===== src/hdl/pbd_pkg.sv =====
// ----------------------------------------------------------------------------
// pbd_pkg
// Types and constants shared by the PackBits line decoder modules.
// ----------------------------------------------------------------------------
package pbd_pkg;

   // decoded bytes per result and the largest decoded line length counted
   localparam int LANE_BYTES   = 4;
   localparam int MAX_LINE_OUT = 65536;

   localparam int BYTE_W  = 8;
   localparam int LANE_W  = BYTE_W * LANE_BYTES;
   localparam int COUNT_W = $clog2(LANE_BYTES + 1);
   localparam int LEN_W   = $clog2(MAX_LINE_OUT + 1);
   localparam int LEFT_W  = 8;
   localparam int ERR_W   = 2;

   localparam logic [COUNT_W-1:0] LANE_COUNT = COUNT_W'(LANE_BYTES);
   localparam logic [LEFT_W-1:0]  LANE_STEP  = LEFT_W'(LANE_BYTES);
   localparam logic [LEN_W-1:0]   LINE_MAX   = LEN_W'(MAX_LINE_OUT);

   // header byte codes
   localparam logic [BYTE_W-1:0] HDR_NOP = 8'h80;

   // line error codes
   localparam logic [ERR_W-1:0] ERR_NONE    = 2'd0;
   localparam logic [ERR_W-1:0] ERR_LITERAL = 2'd1;
   localparam logic [ERR_W-1:0] ERR_RUN     = 2'd2;
   localparam logic [ERR_W-1:0] ERR_EMPTY   = 2'd3;

   // configuration register indexes and address decode
   localparam int CSR_ADDR_W = 3;
   localparam int CSR_DATA_W = 32;
   localparam logic [0:0] REG_RAW_MODE = 1'b0;

   typedef enum logic [1:0] {
      PH_HEADER,
      PH_LITERAL,
      PH_RUN
   } phase_type;

   typedef struct packed {
      logic [BYTE_W-1:0] code_byte;
      logic              line_end;
   } req_item_type;

   typedef struct packed {
      logic [LANE_W-1:0]  out_bytes;
      logic [COUNT_W-1:0] byte_count;
      logic               last;
      logic               line_done;
      logic [LEN_W-1:0]   line_length;
      logic [ERR_W-1:0]   error_code;
   } rsp_item_type;

   // one decoded item: a byte repeated byte_left times, plus line close info
   typedef struct packed {
      logic [BYTE_W-1:0] data_byte;
      logic [LEFT_W-1:0] byte_left;
      logic              line_end;
      logic [LEN_W-1:0]  line_length;
      logic [ERR_W-1:0]  error_code;
   } desc_type;

endpackage


===== src/hdl/pbd_decode.sv =====
// ----------------------------------------------------------------------------
// pbd_decode
// PackBits header tracking: turns each compressed byte into a descriptor of
// decoded bytes and keeps the per-line count and error status.
// ----------------------------------------------------------------------------
module pbd_decode (
   input  logic                  clock,
   input  logic                  reset,
   input  logic                  raw_mode,
   input  logic                  item_accept,
   input  pbd_pkg::req_item_type item,
   output pbd_pkg::desc_type     desc
);

   pbd_pkg::phase_type               phase_ff, phase_in;
   logic [pbd_pkg::LEFT_W-1:0]       literal_left_ff, literal_left_in;
   logic [pbd_pkg::LEFT_W-1:0]       run_length_ff, run_length_in;
   logic [pbd_pkg::LEN_W-1:0]        line_count_ff, line_count_in;

   logic [pbd_pkg::LEFT_W-1:0]       emit_n;
   logic [pbd_pkg::LEFT_W-1:0]       literal_dec;
   logic [pbd_pkg::LEN_W:0]          count_sum;
   logic [pbd_pkg::LEN_W-1:0]        count_new;
   logic [pbd_pkg::ERR_W-1:0]        err;
   logic                             is_literal_hdr;
   logic                             is_run_hdr;

   assign literal_dec    = literal_left_ff - 8'd1;
   assign is_literal_hdr = !item.code_byte[7];
   assign is_run_hdr     = item.code_byte[7] && (item.code_byte != pbd_pkg::HDR_NOP);

   // next phase
   always_comb begin
      phase_in = phase_ff;
      if (item_accept && !raw_mode) begin
         unique case (phase_ff)
            pbd_pkg::PH_LITERAL: begin
               if (literal_dec == '0) phase_in = pbd_pkg::PH_HEADER;
            end
            pbd_pkg::PH_RUN: phase_in = pbd_pkg::PH_HEADER;
            pbd_pkg::PH_HEADER: begin
               if (is_literal_hdr) phase_in = pbd_pkg::PH_LITERAL;
               else if (is_run_hdr) phase_in = pbd_pkg::PH_RUN;
            end
            default: phase_in = pbd_pkg::PH_HEADER;
         endcase
      end
      if (item_accept && item.line_end) phase_in = pbd_pkg::PH_HEADER;
   end

   // byte counts, line status and the descriptor
   always_comb begin
      emit_n          = '0;
      err             = pbd_pkg::ERR_NONE;
      literal_left_in = literal_left_ff;
      run_length_in   = run_length_ff;
      if (raw_mode) begin
         emit_n = 8'd1;
      end else begin
         unique case (phase_ff)
            pbd_pkg::PH_LITERAL: begin
               emit_n          = 8'd1;
               literal_left_in = literal_dec;
               if (literal_dec != '0 && item.line_end) err = pbd_pkg::ERR_LITERAL;
            end
            pbd_pkg::PH_RUN: begin
               emit_n        = run_length_ff;
               run_length_in = '0;
            end
            pbd_pkg::PH_HEADER: begin
               if (is_literal_hdr) begin
                  literal_left_in = item.code_byte + 8'd1;
                  if (item.line_end) err = pbd_pkg::ERR_LITERAL;
               end else if (is_run_hdr) begin
                  // 1 - (h - 256)
                  run_length_in = pbd_pkg::LEFT_W'(9'd257 - {1'b0, item.code_byte});
                  if (item.line_end) err = pbd_pkg::ERR_RUN;
               end
            end
            default: emit_n = '0;
         endcase
      end

      count_sum = {1'b0, line_count_ff} + (pbd_pkg::LEN_W+1)'(emit_n);
      if (count_sum > {1'b0, pbd_pkg::LINE_MAX}) count_new = pbd_pkg::LINE_MAX;
      else count_new = count_sum[pbd_pkg::LEN_W-1:0];

      if (item.line_end && err == pbd_pkg::ERR_NONE && count_new == '0) begin
         err = pbd_pkg::ERR_EMPTY;
      end

      line_count_in = count_new;
      if (item.line_end) begin
         literal_left_in = '0;
         run_length_in   = '0;
         line_count_in   = '0;
      end

      desc.data_byte   = item.code_byte;
      desc.byte_left   = emit_n;
      desc.line_end    = item.line_end;
      desc.line_length = count_new;
      desc.error_code  = err;
   end

   always_ff @(posedge clock) begin
      if (reset) begin
         phase_ff        <= pbd_pkg::PH_HEADER;
         literal_left_ff <= '0;
         run_length_ff   <= '0;
         line_count_ff   <= '0;
      end else begin
         phase_ff <= phase_in;
         if (item_accept) begin
            literal_left_ff <= literal_left_in;
            run_length_ff   <= run_length_in;
            line_count_ff   <= line_count_in;
         end
      end
   end

   a_literal_left: assert property (@(posedge clock) disable iff (reset)
      phase_ff == pbd_pkg::PH_LITERAL |-> literal_left_ff != '0)
      else $error("literal phase with no bytes left");

   a_run_length: assert property (@(posedge clock) disable iff (reset)
      phase_ff == pbd_pkg::PH_RUN |-> (run_length_ff >= 8'd2 && run_length_ff <= 8'd128))
      else $error("run phase with bad run length");

   a_line_clear: assert property (@(posedge clock) disable iff (reset)
      item_accept && item.line_end |=> line_count_ff == '0 && phase_ff == pbd_pkg::PH_HEADER)
      else $error("line state not cleared at line end");

endmodule


===== src/hdl/pbd_expand.sv =====
// ----------------------------------------------------------------------------
// pbd_expand
// Holds one descriptor and packs its bytes into lane-wide results, one
// result per cycle while rsp_ready does not stall, into the output register.
// ----------------------------------------------------------------------------
module pbd_expand (
   input  logic                  clock,
   input  logic                  reset,
   input  logic                  desc_load,
   input  pbd_pkg::desc_type     desc_in,
   output logic                  desc_ready,
   output logic                  rsp_valid,
   input  logic                  rsp_ready,
   output pbd_pkg::rsp_item_type rsp_item
);

   pbd_pkg::desc_type     desc_ff;
   logic                  desc_valid_ff, desc_valid_in;
   pbd_pkg::rsp_item_type rsp_item_ff, rsp_item_in;
   logic                  rsp_valid_ff, rsp_valid_in;

   logic                        skip;
   logic                        out_open;
   logic                        out_load;
   logic                        final_chunk;
   logic                        desc_free;
   logic [pbd_pkg::COUNT_W-1:0] chunk_count;

   // an item that decodes to nothing and does not close the line makes no result
   assign skip        = desc_valid_ff && desc_ff.byte_left == '0 && !desc_ff.line_end;
   assign out_open    = !rsp_valid_ff || rsp_ready;
   assign out_load    = desc_valid_ff && !skip && out_open;
   assign final_chunk = desc_ff.byte_left <= pbd_pkg::LANE_STEP;
   assign desc_free   = skip || (out_load && final_chunk);
   assign desc_ready  = !desc_valid_ff || desc_free;

   assign chunk_count = final_chunk ? desc_ff.byte_left[pbd_pkg::COUNT_W-1:0]
                                    : pbd_pkg::LANE_COUNT;

   always_comb begin
      for (int i = 0; i < pbd_pkg::LANE_BYTES; i++) begin
         if ((pbd_pkg::COUNT_W)'(i) < chunk_count) begin
            rsp_item_in.out_bytes[i*pbd_pkg::BYTE_W +: pbd_pkg::BYTE_W] = desc_ff.data_byte;
         end else begin
            rsp_item_in.out_bytes[i*pbd_pkg::BYTE_W +: pbd_pkg::BYTE_W] = '0;
         end
      end
      rsp_item_in.byte_count  = chunk_count;
      rsp_item_in.last        = final_chunk;
      rsp_item_in.line_done   = final_chunk && desc_ff.line_end;
      rsp_item_in.line_length = rsp_item_in.line_done ? desc_ff.line_length : '0;
      rsp_item_in.error_code  = rsp_item_in.line_done ? desc_ff.error_code
                                                      : pbd_pkg::ERR_NONE;
   end

   always_comb begin
      desc_valid_in = desc_valid_ff;
      if (desc_load) desc_valid_in = 1'b1;
      else if (desc_free) desc_valid_in = 1'b0;

      rsp_valid_in = rsp_valid_ff;
      if (out_load) rsp_valid_in = 1'b1;
      else if (rsp_ready) rsp_valid_in = 1'b0;
   end

   always_ff @(posedge clock) begin
      if (reset) begin
         desc_valid_ff <= 1'b0;
         rsp_valid_ff  <= 1'b0;
      end else begin
         desc_valid_ff <= desc_valid_in;
         rsp_valid_ff  <= rsp_valid_in;
      end
   end

   always_ff @(posedge clock) begin
      if (desc_load) begin
         desc_ff <= desc_in;
      end else if (out_load && !final_chunk) begin
         desc_ff.byte_left <= desc_ff.byte_left - pbd_pkg::LANE_STEP;
      end
      if (out_load) rsp_item_ff <= rsp_item_in;
   end

   assign rsp_valid = rsp_valid_ff;
   assign rsp_item  = rsp_item_ff;

   a_done_is_last: assert property (@(posedge clock) disable iff (reset)
      rsp_valid_ff && rsp_item_ff.line_done |-> rsp_item_ff.last)
      else $error("line closed on a result that is not last");

   a_full_lane: assert property (@(posedge clock) disable iff (reset)
      rsp_valid_ff && !rsp_item_ff.last |-> rsp_item_ff.byte_count == pbd_pkg::LANE_COUNT)
      else $error("partial lane before the last result");

   a_status_zero: assert property (@(posedge clock) disable iff (reset)
      rsp_valid_ff && !rsp_item_ff.line_done
         |-> rsp_item_ff.line_length == '0 && rsp_item_ff.error_code == pbd_pkg::ERR_NONE)
      else $error("line status on a result that does not close the line");

   a_no_overwrite: assert property (@(posedge clock) disable iff (reset)
      desc_load |-> desc_ready)
      else $error("descriptor loaded while busy");

endmodule


===== src/hdl/packbits_line_decoder.sv =====
// ----------------------------------------------------------------------------
// packbits_line_decoder
// PackBits scan line decoder: one compressed byte per item in, up to four
// decoded bytes per result out, line length and error on the closing result.
// ----------------------------------------------------------------------------
//  channel   direction  handshake              payload
//  req_      in         req_valid/req_ready    req_item  (code_byte, line_end)
//  rsp_      out        rsp_valid/rsp_ready    rsp_item  (out_bytes .. error_code)
//  csr       in         psel/penable/pready    raw_mode at byte address 0
//
//  A run data byte of an n-byte run makes ceil(n/4) results, at most 32, as
//  the expander emits one result a cycle while rsp_ready does not stall it.
//  An accepted item is registered as a descriptor, then each result in the output register.
//  Reset clears the decode state, the line count and both valid flags.
//  A stalled rsp_ready holds the output register; the expander takes the next
//  item once the final result of its descriptor is loaded, which waits for a held result.
// ----------------------------------------------------------------------------
module packbits_line_decoder (
   input  logic                                  clock,
   input  logic                                  reset,
   input  logic                                  req_valid,
   output logic                                  req_ready,
   input  pbd_pkg::req_item_type                 req_item,
   output logic                                  rsp_valid,
   input  logic                                  rsp_ready,
   output pbd_pkg::rsp_item_type                 rsp_item,
   input  logic                                  psel,
   input  logic                                  penable,
   input  logic                                  pwrite,
   input  logic [pbd_pkg::CSR_ADDR_W-1:0]        paddr,
   input  logic [pbd_pkg::CSR_DATA_W-1:0]        pwdata,
   output logic [pbd_pkg::CSR_DATA_W-1:0]        prdata,
   output logic                                  pready
);

   logic              raw_mode_ff;
   logic              csr_write;
   logic              item_accept;
   logic              desc_ready;
   pbd_pkg::desc_type desc;

   assign pready    = 1'b1;
   assign csr_write = psel && penable && pwrite && pready;

   always_ff @(posedge clock) begin
      if (reset) begin
         raw_mode_ff <= 1'b0;
      end else if (csr_write && paddr[pbd_pkg::CSR_ADDR_W-1:2] == pbd_pkg::REG_RAW_MODE) begin
         raw_mode_ff <= pwdata[0];
      end
   end

   always_comb begin
      prdata = '0;
      if (paddr[pbd_pkg::CSR_ADDR_W-1:2] == pbd_pkg::REG_RAW_MODE) prdata[0] = raw_mode_ff;
   end

   assign req_ready   = desc_ready;
   assign item_accept = req_valid && desc_ready;

   pbd_decode u_decode (
      .clock       (clock),
      .reset       (reset),
      .raw_mode    (raw_mode_ff),
      .item_accept (item_accept),
      .item        (req_item),
      .desc        (desc)
   );

   pbd_expand u_expand (
      .clock      (clock),
      .reset      (reset),
      .desc_load  (item_accept),
      .desc_in    (desc),
      .desc_ready (desc_ready),
      .rsp_valid  (rsp_valid),
      .rsp_ready  (rsp_ready),
      .rsp_item   (rsp_item)
   );

endmodule


===== config.mk =====
export PLATFORM = sky130hd
export DESIGN_NAME = packbits_line_decoder
export DESIGN_NICKNAME = d
export VERILOG_FILES = /design/src/hdl/pbd_pkg.sv /design/src/hdl/pbd_decode.sv /design/src/hdl/pbd_expand.sv /design/src/hdl/packbits_line_decoder.sv
export SDC_FILE = /design/constraint.sdc
export NUM_CORES = 1
export LEC_CHECK = 0
export BUFFER_PORTS_ARGS = -buffer_cell sky130_fd_sc_hd__buf_2
export CAP_MARGIN = 20
export CORE_AREA = 2 2 141 88
export DETAILED_ROUTE_END_ITERATION = 10
export DIE_AREA = 0 0 143 90
export PLACE_DENSITY = 0.85
export SYNTH_ARGS = -nofsm -noshare
export SYNTH_HDL_FRONTEND = slang
export SYNTH_HIERARCHICAL = 1
export SYNTH_SLANG_ARGS = --single-unit

===== constraint.sdc =====
create_clock -name clock -period 9.6 [get_ports clock]
set_input_delay 1.92 -clock clock [delete_from_list [all_inputs] [get_ports clock]]
set_output_delay 1.92 -clock clock [all_outputs]
set_load 0.05 [all_outputs]

==> reports/results.ini <==
[run_status]
status = completed

[timing]
tightest_slew_ns = 1.09
fin_crit_ns = 4.50
skew_ns = 0.00732
slew_headroom_pct = 27.3
setup_tns_ns = 0
hold_ws_ns = 0.487
rsz0062_at_grt = no
finalHoldViolCount = 0
clock.fmax_mhz = 222
setup_viol = 0
report.final.slew_viol_count = 0
fin_crit_sh_pct = 46.8

[worst_hold_path]
hold_class = reg -> reg
whs_endpoint = u_decode/run_length_ff[1]
hp-start = u_decode/run_length_ff[1]
whs_path_depth = 2

[setup_path]
end_kind = primary output
arrival_ns = 2.58
critical_path_class = reg -> out
critPathRequiredTime_ns = 7.68
worst_r2r_startpoint = u_decode/phase_ff[0]
worstPathMaxFanout = 6
r2r_cells = 13
reg2reg_setup_slack_ns = 5.41
crit_path_start = u_expand/desc_ff[22]
r2r-end = u_decode/line_count_ff[5]
crit_path_start_kind = flop

[routing]
routedWlPerCell_um = 17.2
firstDrtPassIters = 5
drtIter0Drc = 621
routed_via_density = 5.78
dr_total_vias = 5090
drtAntennaViolNets = 0
wirelength_mm = 15.1
drcViolationCount = 0

[floorplanning]
core_area_um2 = 11700
ios = 142
initial_core_util_pct = 58.3
dieHeight_um = 90
std_cell_rows = 31
die-area_um2 = 12900
dieWidth_um = 143

[power]
p_total_mw = 1.60
power.leakage_nw = 3.07
peakVddDrop_uv = 125
powerDensity_nw_per_um2 = 209

[clocking]
clk_pin_slew_ns = 0.05
hold_buffers = 0
cts_tree = yes
cts_resized = 0
cts.sinks = 130
htree_levels = 4
clock_latency_ns = 0.42
clockRootBuffer = clkbuf_16
post-cts-setup-buffers = 0
clock_path_buffers = 2
cts_made_buffers = 17

[layout]
final_layout_size_suffix_gt1_share_pct = 20.1
syn_to_final_growth_pct = 12.8
layout.nets = 774
diodes = 0

[job]
cap_violations = 0

[yosys]
synth_edf_count = 92
async_flop_share_pct = 0
syn_inst = 639
synthDistinctLibCells = 79
ys_seq_elements = 130
ys_seq_area_share_pct = 51.7
avgSynthCellArea_um2 = 10.7
mappedNetlistArea_um2 = 6810
ys.flop_type = edfxtp_1
yosys_warnings = 6

[grt]
grt_max_degree = 56
grt_pass1_vias = 4821
antenna_found_initial = 0
grt_usage_pct = 24.1
grt_pass1_wl_mm = 24.0
grt_overflow = 0

[place]
dp_hpwl_mm = 10.6
gp_congestion = 0.952
port_buffers = 76

==> kinds of logic after synthesis <==
group | share of synthesized area (%)
AO/OA/AOI/OAI | 12.6
XOR/XNOR | 3.73
adder cells (fa/ha/maj) | 3.97
buffers and inverters | 7.26
flip-flops | 51.7
multiplexers | 0.312
other | 0.110
AND/OR/NAND/NOR | 20.2
==> stage by stage <==
stage	cells	area [um2]	worst slack (ns)	utilization, %
after global routing	880	7680	5.02	65.8
after detailed placement	847	7120	5.14	61.0
after global placement	847	7120	5.14	61.0
final	880	7680	5.10	65.8
after floorplan	669	6920	4.80	-
after CTS	879	7670	5.09	65.7
==> where the power goes <==
| group | internal (mW) | leakage (nW) | switching [mW] |
|---|---|---|---|
| registers | 0.666 | 1.20 | 0.0292 |
| clock network | 0.355 | 0.259 | 0.241 |
| logic | 0.0763 | 1.62 | 0.236 |
==> final cells by class <==
class / instances / area (um2)
clock inverters: 13 / 114
repair buffers: 79 / 403
flip-flops and latches: 130 / 3520
multi-input cells: 451 / 2910
inverters: 23 / 86.3
well taps: 165 / 206
clock buffers: 19 / 433
fillers: 826 / 4000
==> worst max-delay path by stage <==
stage / end / slack, ns / cells past startpoint
after CTS: req_ready / 5.09 / 6
after detailed placement: req_ready / 5.14 / 4
after global placement: req_ready / 5.14 / 4
final: req_ready / 5.10 / 6
after floorplan: u_expand/rsp_item[0] / 4.80 / 2
after global routing: req_ready / 5.02 / 6
==> worst max-delay path, stage by stage (launching register included) <==
cell and delay (ns):
edfxtp_1 0.54, inv_1 0.19, ha_1 0.18, or4b_1 0.44
o21ai_1 0.40, a21o_1 0.15, buf_2 0.26
==> cell usage in the layout (no fill, tap or decap), drive strengths merged, types with 3 or more instances in the layout <==
master and n:
nor3 18, ha 20, nand2 49, clkinvlp 3, edfxtp 92, o31ai 6
a22o 5, and3 5, clkbuf 20, a2111oi 4, a21o 5, a21oi 33
nor2 53, nand2b 10, dfxtp 38, and2 37, nand3 8, conb 32
nand4 5, inv 26, o21a 3, nor2b 36, nor3b 6, a211oi 7
a22oi 4, o211ai 8, a211o 3, o21ai 19, xor2 12, or2 4
xnor2 17, clkinv 6, or3 3, buf 78
==> state kept, by name (all words and copies together), names as in the netlist <==
signal                    cells
u_decode/line_count_ff       17
u_expand/desc_valid_ff        1
u_decode/run_length_ff        8
u_decode/phase_ff             2
u_expand/rsp_item            56
u_expand/rsp_valid            1
u_decode/literal_left_ff      8
u_expand/desc_ff             36
raw_mode_ff                   1
==> cell usage after synthesis (3+ instances only) <==
library cell | count | share of area (%)
edfxtp_1 | 92 | 41
nor2_1 | 53 | 2.9
nand2_1 | 49 | 2.7
buf_4 | 41 | 4.5
dfxtp_1 | 38 | 11
and2_1 | 36 | 3.3
a21oi_1 | 30 | 2.2
nor2b_1 | 28 | 2.6
inv_1 | 23 | 1.3
clkbuf_1 | 20 | 1.1
ha_1 | 20 | 3.7
nor3_1 | 18 | 1.3
xnor2_1 | 17 | 2.2
o21ai_0 | 15 | 1.1
xor2_1 | 12 | 1.5
nand2b_1 | 10 | 0.92
nand3_1 | 8 | 0.59
nor2b_2 | 8 | 1.0
nor3b_1 | 6 | 0.66
o211ai_1 | 6 | 0.66
a211oi_1 | 5 | 0.55
a21o_1 | 5 | 0.55
a22o_1 | 5 | 0.64
and3_1 | 5 | 0.46
nand4_1 | 5 | 0.46
a22oi_1 | 4 | 0.44
o31ai_1 | 4 | 0.44
or2_2 | 4 | 0.37
a211o_1 | 3 | 0.39
a21oi_2 | 3 | 0.39
o21a_1 | 3 | 0.33
o21ai_1 | 3 | 0.22
or3_1 | 3 | 0.28
==> per-layer routing <==
layer	vias up	wire length (um)	GRT usage, %
met5	-	0	0
met4	0	213	6.93
met3	28	1650	7.88
met2	321	6960	37.4
met1	2425	6320	32.3
li1	2316	-	-
(Power assumes the default switching activity.)
